File: src/hdl/vrf_pkg.sv
// ----------------------------------------------------------------------------
// vrf_pkg
// Shared types and constants of the 2-D vector rotate/flip block.
// ----------------------------------------------------------------------------
`default_nettype none

package vrf_pkg;

  // coefficient format: signed Q2.16
  localparam int COEF_W  = 18;
  localparam int Q_FRAC  = 16;

  // configuration port
  localparam int CFG_INDEX_W = 4;
  localparam int CFG_DATA_W  = 16;
  localparam int ANGLE_REG_W = 12;

  localparam logic [CFG_INDEX_W-1:0] REG_ANGLE  = CFG_INDEX_W'(0);
  localparam logic [CFG_INDEX_W-1:0] REG_FLIP_X = CFG_INDEX_W'(1);
  localparam logic [CFG_INDEX_W-1:0] REG_FLIP_Y = CFG_INDEX_W'(2);

  // series evaluation in Q62
  localparam logic [63:0] HALF_PI_Q62  = 64'h6487_ED51_10B4_611A;
  localparam logic [63:0] ONE_Q62      = 64'h4000_0000_0000_0000;
  localparam logic [63:0] Q16_ROUND    = 64'h0000_2000_0000_0000;
  localparam int          SERIES_TERMS = 24;
  localparam int          TERM_CNT_W   = 5;
  localparam int          DIVISOR_W    = 12;
  localparam logic [16:0] Q16_ONE      = 17'd65536;

  typedef enum logic [3:0] {
    T_IDLE,
    T_XM_GO,
    T_XM_WAIT,
    T_SQ_GO,
    T_SQ_WAIT,
    T_TM_GO,
    T_TM_WAIT,
    T_DV_WAIT,
    T_ROUND
  } trig_state_t;

  typedef struct packed {
    logic signed [COEF_W-1:0] cosine;
    logic signed [COEF_W-1:0] sine;
  } trig_t;

  typedef struct packed {
    logic flip_x;
    logic flip_y;
  } flip_t;

endpackage

`default_nettype wire

File: src/hdl/vrf_mul64.sv
// ----------------------------------------------------------------------------
// vrf_mul64
// Unsigned 64x64 multiplier, one 32x32 partial product per cycle.
// ----------------------------------------------------------------------------
`default_nettype none

module vrf_mul64 (
  input  wire logic         clk,
  input  wire logic         rst,
  input  wire logic         start,
  input  wire logic [63:0]  a,
  input  wire logic [63:0]  b,
  output logic              done,
  output logic [127:0]      prod
);

  logic [63:0]  a_q;
  logic [63:0]  b_q;
  logic [127:0] acc;
  logic [1:0]   step;
  logic         run;
  logic [31:0]  a_part;
  logic [31:0]  b_part;
  logic [63:0]  pp;
  logic [1:0]   pos;
  logic [127:0] pp_shifted;

  always_comb begin
    a_part     = step[1] ? a_q[63:32] : a_q[31:0];
    b_part     = step[0] ? b_q[63:32] : b_q[31:0];
    pp         = {32'b0, a_part} * {32'b0, b_part};
    pos        = {1'b0, step[1]} + {1'b0, step[0]};
    pp_shifted = {64'b0, pp} << {pos, 5'b0};
  end

  always_ff @(posedge clk) begin
    if (rst) begin
      run  <= 1'b0;
      done <= 1'b0;
      step <= '0;
    end else begin
      done <= 1'b0;
      if (start) begin
        run  <= 1'b1;
        step <= '0;
      end else if (run) begin
        step <= step + 2'd1;
        if (step == 2'd3) begin
          run  <= 1'b0;
          done <= 1'b1;
        end
      end
    end
  end

  always_ff @(posedge clk) begin
    if (start) begin
      a_q <= a;
      b_q <= b;
      acc <= '0;
    end else if (run) begin
      acc <= acc + pp_shifted;
    end
  end

  assign prod = acc;

endmodule

`default_nettype wire

File: src/hdl/vrf_div.sv
// ----------------------------------------------------------------------------
// vrf_div
// Restoring divider, 64-bit dividend by a small divisor, one bit per cycle.
// ----------------------------------------------------------------------------
`default_nettype none

module vrf_div (
  input  wire logic                           clk,
  input  wire logic                           rst,
  input  wire logic                           start,
  input  wire logic [63:0]                    dividend,
  input  wire logic [vrf_pkg::DIVISOR_W-1:0]  divisor,
  output logic                                done,
  output logic [63:0]                         quotient
);

  localparam int DW = vrf_pkg::DIVISOR_W;

  logic [DW-1:0] rem;
  logic [DW-1:0] dv;
  logic [63:0]   quo;
  logic [5:0]    cnt;
  logic          run;
  logic [DW:0]   trial;
  logic [DW:0]   diff;
  logic          ge;

  always_comb begin
    trial = {rem, quo[63]};
    ge    = trial >= {1'b0, dv};
    diff  = trial - {1'b0, dv};
  end

  always_ff @(posedge clk) begin
    if (rst) begin
      run  <= 1'b0;
      done <= 1'b0;
      cnt  <= '0;
    end else begin
      done <= 1'b0;
      if (start) begin
        run <= 1'b1;
        cnt <= '0;
      end else if (run) begin
        cnt <= cnt + 6'd1;
        if (cnt == 6'd63) begin
          run  <= 1'b0;
          done <= 1'b1;
        end
      end
    end
  end

  always_ff @(posedge clk) begin
    if (start) begin
      quo <= dividend;
      dv  <= divisor;
      rem <= '0;
    end else if (run) begin
      // remainder stays below the divisor, so the low bits hold it
      rem <= ge ? diff[DW-1:0] : trial[DW-1:0];
      quo <= {quo[62:0], ge};
    end
  end

  assign quotient = quo;

endmodule

`default_nettype wire

File: src/hdl/vrf_trig.sv
// ----------------------------------------------------------------------------
// vrf_trig
// Cosine/sine sequencer: evaluates Taylor series in Q62 on an angle write and
// holds the Q2.16 coefficients.
// ----------------------------------------------------------------------------
`default_nettype none

module vrf_trig #(
  parameter int ANGLE_BITS = 12
) (
  input  wire logic                  clk,
  input  wire logic                  rst,
  input  wire logic                  load,
  input  wire logic [ANGLE_BITS-1:0] angle,
  output logic                       busy,
  output vrf_pkg::trig_t             trig
);

  localparam int SH = ANGLE_BITS - 2;
  localparam logic [63:0]   HP_HI = vrf_pkg::HALF_PI_Q62 >> SH;
  localparam logic [SH-1:0] HP_LO = vrf_pkg::HALF_PI_Q62[SH-1:0];
  localparam int TW = vrf_pkg::TERM_CNT_W;
  localparam int CW = vrf_pkg::COEF_W;

  vrf_pkg::trig_state_t state;
  vrf_pkg::trig_state_t state_next;

  logic [1:0]    quad;
  logic [SH-1:0] k;
  logic [63:0]   xr;
  logic [63:0]   x2;
  logic [63:0]   term;
  logic [63:0]   sum;
  logic [TW-1:0] n;
  logic          is_sin;
  logic [16:0]   sin_r;

  logic          mul_start;
  logic [63:0]   mul_a;
  logic [63:0]   mul_b;
  logic          mul_done;
  logic [127:0]  mul_prod;
  logic          div_start;
  logic          div_done;
  logic [63:0]   div_quo;

  logic [2*SH-1:0]               lo_prod;
  logic [5:0]                    n2;
  logic [5:0]                    fac;
  logic [vrf_pkg::DIVISOR_W-1:0] divisor;
  logic [63:0]                   rsum;
  logic [17:0]                   rq;
  logic [16:0]                   r17;
  logic                          last_term;

  vrf_mul64 u_mul (
    .clk   (clk),
    .rst   (rst),
    .start (mul_start),
    .a     (mul_a),
    .b     (mul_b),
    .done  (mul_done),
    .prod  (mul_prod)
  );

  vrf_div u_div (
    .clk      (clk),
    .rst      (rst),
    .start    (div_start),
    .dividend (mul_prod[125:62]),
    .divisor  (divisor),
    .done     (div_done),
    .quotient (div_quo)
  );

  always_comb begin
    lo_prod   = {{SH{1'b0}}, HP_LO} * {{SH{1'b0}}, k};
    n2        = {n, 1'b0};
    fac       = is_sin ? n2 + 6'd1 : n2 - 6'd1;
    divisor   = {6'b0, n2} * {6'b0, fac};
    rsum      = sum + vrf_pkg::Q16_ROUND;
    rq        = rsum[63:46];
    // negative sum (series undershoot) reads as zero, clamp at one
    if (sum[63])
      r17 = '0;
    else if (rq > {1'b0, vrf_pkg::Q16_ONE})
      r17 = vrf_pkg::Q16_ONE;
    else
      r17 = rq[16:0];
    last_term = (n == TW'(vrf_pkg::SERIES_TERMS));
  end

  always_ff @(posedge clk) begin
    if (rst) begin
      state <= vrf_pkg::T_IDLE;
    end else begin
      state <= state_next;
    end
  end

  always_comb begin
    state_next = state;
    mul_start  = 1'b0;
    div_start  = 1'b0;
    mul_a      = term;
    mul_b      = x2;
    case (state)
      vrf_pkg::T_IDLE: begin
        if (load) state_next = vrf_pkg::T_XM_GO;
      end
      vrf_pkg::T_XM_GO: begin
        mul_start  = 1'b1;
        mul_a      = HP_HI;
        mul_b      = 64'(k);
        state_next = vrf_pkg::T_XM_WAIT;
      end
      vrf_pkg::T_XM_WAIT: begin
        if (mul_done) state_next = vrf_pkg::T_SQ_GO;
      end
      vrf_pkg::T_SQ_GO: begin
        mul_start  = 1'b1;
        mul_a      = xr;
        mul_b      = xr;
        state_next = vrf_pkg::T_SQ_WAIT;
      end
      vrf_pkg::T_SQ_WAIT: begin
        if (mul_done) state_next = vrf_pkg::T_TM_GO;
      end
      vrf_pkg::T_TM_GO: begin
        mul_start  = 1'b1;
        state_next = vrf_pkg::T_TM_WAIT;
      end
      vrf_pkg::T_TM_WAIT: begin
        if (mul_done) begin
          div_start  = 1'b1;
          state_next = vrf_pkg::T_DV_WAIT;
        end
      end
      vrf_pkg::T_DV_WAIT: begin
        if (div_done) state_next = last_term ? vrf_pkg::T_ROUND : vrf_pkg::T_TM_GO;
      end
      vrf_pkg::T_ROUND: begin
        state_next = is_sin ? vrf_pkg::T_TM_GO : vrf_pkg::T_IDLE;
      end
      default: begin
        state_next = vrf_pkg::T_IDLE;
      end
    endcase
  end

  always_ff @(posedge clk) begin
    case (state)
      vrf_pkg::T_IDLE: begin
        if (load) begin
          quad <= angle[ANGLE_BITS-1:SH];
          k    <= angle[SH-1:0];
        end
      end
      vrf_pkg::T_XM_WAIT: begin
        if (mul_done) xr <= mul_prod[63:0] + 64'(lo_prod >> SH);
      end
      vrf_pkg::T_SQ_WAIT: begin
        if (mul_done) begin
          x2     <= mul_prod[125:62];
          term   <= xr;
          sum    <= xr;
          n      <= TW'(1);
          is_sin <= 1'b1;
        end
      end
      vrf_pkg::T_DV_WAIT: begin
        if (div_done) begin
          term <= div_quo;
          sum  <= n[0] ? sum - div_quo : sum + div_quo;
          if (!last_term) n <= n + TW'(1);
        end
      end
      vrf_pkg::T_ROUND: begin
        if (is_sin) begin
          sin_r  <= r17;
          is_sin <= 1'b0;
          term   <= vrf_pkg::ONE_Q62;
          sum    <= vrf_pkg::ONE_Q62;
          n      <= TW'(1);
        end
      end
      default: begin
      end
    endcase
  end

  // coefficient registers, updated once both series are done
  always_ff @(posedge clk) begin
    if (rst) begin
      trig.cosine <= CW'(65536);
      trig.sine   <= '0;
    end else if (state == vrf_pkg::T_ROUND && !is_sin) begin
      case (quad)
        2'd0: begin
          trig.sine   <= $signed({1'b0, sin_r});
          trig.cosine <= $signed({1'b0, r17});
        end
        2'd1: begin
          trig.sine   <= $signed({1'b0, r17});
          trig.cosine <= -$signed({1'b0, sin_r});
        end
        2'd2: begin
          trig.sine   <= -$signed({1'b0, sin_r});
          trig.cosine <= -$signed({1'b0, r17});
        end
        default: begin
          trig.sine   <= -$signed({1'b0, r17});
          trig.cosine <= $signed({1'b0, sin_r});
        end
      endcase
    end
  end

  assign busy = (state != vrf_pkg::T_IDLE);

endmodule

`default_nettype wire

File: config.mk
export PLATFORM = sky130hd
export DESIGN_NAME = vrf_trig
export DESIGN_NICKNAME = d
export VERILOG_FILES = /design/src/hdl/vrf_pkg.sv /design/src/hdl/vrf_mul64.sv /design/src/hdl/vrf_div.sv /design/src/hdl/vrf_trig.sv
export SDC_FILE = /design/constraint.sdc
export NUM_CORES = 2
export LEC_CHECK = 0
export ABC_AREA = 1
export ABC_CLOCK_PERIOD_IN_PS = 24000
export BUFFER_PORTS_ARGS = -buffer_cell sky130_fd_sc_hd__buf_2
export CORE_MARGIN = 2
export CORE_UTILIZATION = 40
export CTS_CLUSTER_SIZE = 14
export DETAILED_ROUTE_END_ITERATION = 12
export SETUP_SLACK_MARGIN = 0.5
export SLEW_MARGIN = 20
export SYNTH_ARGS = -nofsm -noshare
export SYNTH_HDL_FRONTEND = slang
export SYNTH_HIERARCHICAL = 1
export SYNTH_SLANG_ARGS = --single-unit
File: constraint.sdc
create_clock -name clk -period 24 [get_ports clk]
set_clock_uncertainty 0.05 [all_clocks]
set_input_delay 2.4 -clock clk [delete_from_list [all_inputs] [get_ports clk]]
set_output_delay 2.4 -clock clk [all_outputs]
set_load 0.005 [all_outputs]
==> summary.md <==
| Metric | Value |
|---|---|
| Full die area | around 0.21 mm² |
| CTS Sinks | between 600 and 700 |
| Post-layout util | 43.4% |
| CP endpoint kind | register |
| Initial core utilization | about two fifths |
| I/O Pins | 52 |
| First-pass GRT wire length | around 550000 µm |
| Post-CTS Resized | 0 |
| Max_cap viols | 0 |
| Share of layout cells above drive strength 1 | between 5 and 6% |
| Hold_sp | trig[0]$_SDFFE_PP0P_ |
| Critical Path Max Stage Delay | 0.98 ns |
| Final Hold Viols | 0 |
| # hold bufs at CTS | 0 |
| Die X | about 460 µm |
| Crit path kind | reg2reg |
| Post-Layout Cell Count | 14100 |
| Path type of the worst min-delay path | reg2reg |
| Vias in the first global route | about 77000 |
| Vias | 78800 |
| CTS Buf Count | 87 |
| Clock transition at path regs | about 0.07 ns |
| Final nets | roughly 13000 |
| Iter 0 DRT Violations | about 9000 |
| Core Box Area | roughly 0.21 mm² |
| CP Buf/Inv Count | 13 |
| Least-Margin Pin Slew | about 1.2 ns |
| Grt ovf | 0 |
| HPWL after DPL | ~310000 µm |
| Ys Warns | 6 |
| Tmin final | 13.39 ns |
| WP data required | roughly 25 ns |
| Maximum clock frequency | between 70 and 80 MHz |
| Final period util | between 50 and 60% |
| Pin count of the biggest net entering global routing | 86 |
| Top cell family by delay on the critical path | adder cells |
| Initial antenna violation count | 22 |
| Slew Limit Fails | 0 |
| Root Buffer | clkbuf_16 |
| Tot GR Track Use | a little over a third |
| H-tree depth | 3 |
| Area grow syn2layout | 7.96% |
| Crit path DAT | ~14 ns |
| Syn avg cell area | approximately 7.5 µm² |
| Drt first pass iters | 6 |
| Drc violations | 0 |
| FP Rows | 168 |
| Endpoint, Worst Hold | trig[0]$_SDFFE_PP0P_ |
| Clock Latency Late Sink | between 0.7 and 0.8 ns |
| Internal reg-to-reg setup slack | 10.61 ns |
| Port bufs | 51 |
| Run status | finished, final reports clean |
| Post-DRT Antenna Nets | 0 |
| Final TNS setup | 0 ns |
| Max clock buf depth | 3 |
| Reg2reg start | u_mul/step[1]$_SDFFE_PP0P_ |
| Syn Std Cell Area | 0.0844 mm² |
| Max FO, Critical Path | 34 |
| Setup Buffers After CTS | 0 |
| Worst hold path depth | 2 |
| Die Ht | roughly 460 µm |
| Final setup viols | 0 |
| Post-Syn Nets | 12800 |
| Vias per std cell | between 5 and 6 |
| CTS tree | built |
| Reg2reg path depth | 46 |
| Slowest-stage cell, CP | clkinv_1 |
| Placer Congestion | 1.07 |
| Post-Syn Instances | approximately 11000 |
| Max-slew headroom | around a fifth |
| Setup crit start kind | register |
| RSZ-0062 raised after global routing | false |
| Worst path depth | 46 |
| WL/cell | about 27 µm |
| Critical R2R Capture | u_mul/prod[96]$_SDFFE_PP0P_ |
| Routed wire length | approximately 380000 µm |
| Crit path top cell by count | inv_1 |
| Dpl cells | between 10000 and 15000 |
-- routing by layer --
layer / track usage (%) / wire (µm) / vias up
li1: - / - / 35200
met3: 5.63 / 32900 / 713
met4: 18.4 / 24500 / 2
met5: 0 / 13 / -
met1: 48.8 / 162000 / 39000
met2: 53.3 / 165000 / 3968
-- flip-flops by register name, indices dropped and copies added (netlist names), 2 cells and up --
signal and cells:
k 10, n 5, quad 2, sin_r 17, state 4, sum 64, term 64, trig 36
u_div/cnt 6, u_div/dv 12, u_div/quotient 64, u_div/rem 12, u_mul/a_q 64, u_mul/b_q 64, u_mul/prod 126, u_mul/step 2
x2 64, xr 64
-- placed cells by master (no fill, tap or decap), types with 13 or more instances in the layout --
cell type and n:
a21oi_1 540, nor3_1 112, nor2_1 1710, nand2_2 31, buf_2 51, or2_2 40, nand4_1 78, o22ai_1 82
inv_2 30, dfxtp_1 187, nand3_2 16, o21ai_0 568, xnor2_1 63, o21ai_1 81, o211ai_1 45, buf_4 138
inv_1 2207, clkbuf_1 18, o21bai_1 51, a31oi_1 42, o21a_1 18, xor2_1 226, a21o_1 56, nor4_1 41
diode_2 13, o221ai_1 14, nand2_1 2224, edfxtp_1 495, nor2_2 29, clkbuf_8 16, nand3_1 289, clkbuf_16 90
fa_1 923, ha_1 544, clkinv_1 34, o21ai_2 59, clkinv_2 16
-- how the worst max path moves through the flow --
stage,start,endpoint,slack (ns)
floorplan,state[0]$_SDFFE_PP0P_,u_mul/prod[108]$_SDFFE_PP0P_,12.94
global placement,u_mul/step[1]$_SDFFE_PP0P_,u_mul/prod[80]$_SDFFE_PP0P_,10.92
detailed placement,u_mul/step[1]$_SDFFE_PP0P_,u_mul/prod[80]$_SDFFE_PP0P_,11.08
CTS,u_mul/step[1]$_SDFFE_PP0P_,u_mul/prod[80]$_SDFFE_PP0P_,11.06
global route,u_mul/step[1]$_SDFFE_PP0P_,u_mul/prod[96]$_SDFFE_PP0P_,10.31
finish,u_mul/step[1]$_SDFFE_PP0P_,u_mul/prod[96]$_SDFFE_PP0P_,10.61
-- stage by stage --
stage / setup slack [ns] / cell area, µm² / hold WS (ns)
finish: 10.61 / 91100 / 0.420
global route: 10.31 / 91100 / 0.445
CTS: 11.06 / 91100 / 0.417
detailed placement: 11.08 / 88100 / 0.406
global placement: 10.92 / 88100 / 0.398
floorplan: 12.94 / 84400 / 0.396
-- area by class of cell --
type / count / area, µm²
well taps: 2805 / 3510
clock buffers: 124 / 2540
diodes: 13 / 32.5
multi-input cells: 8020 / 56100
inverters: 2270 / 8520
clock inverters: 39 / 444
fillers: 21800 / 119000
repair buffers: 189 / 1290
flip-flops and latches: 685 / 18700
-- worst min-delay path, stage by stage (launching register included) --
cell,delay [ns]
dfxtp_1,0.31
nand2_1,0.06
a21oi_1,0.06
Power is not shown: default switching activity piles up to over one toggle a cycle in this logic, so the estimate is an artifact.
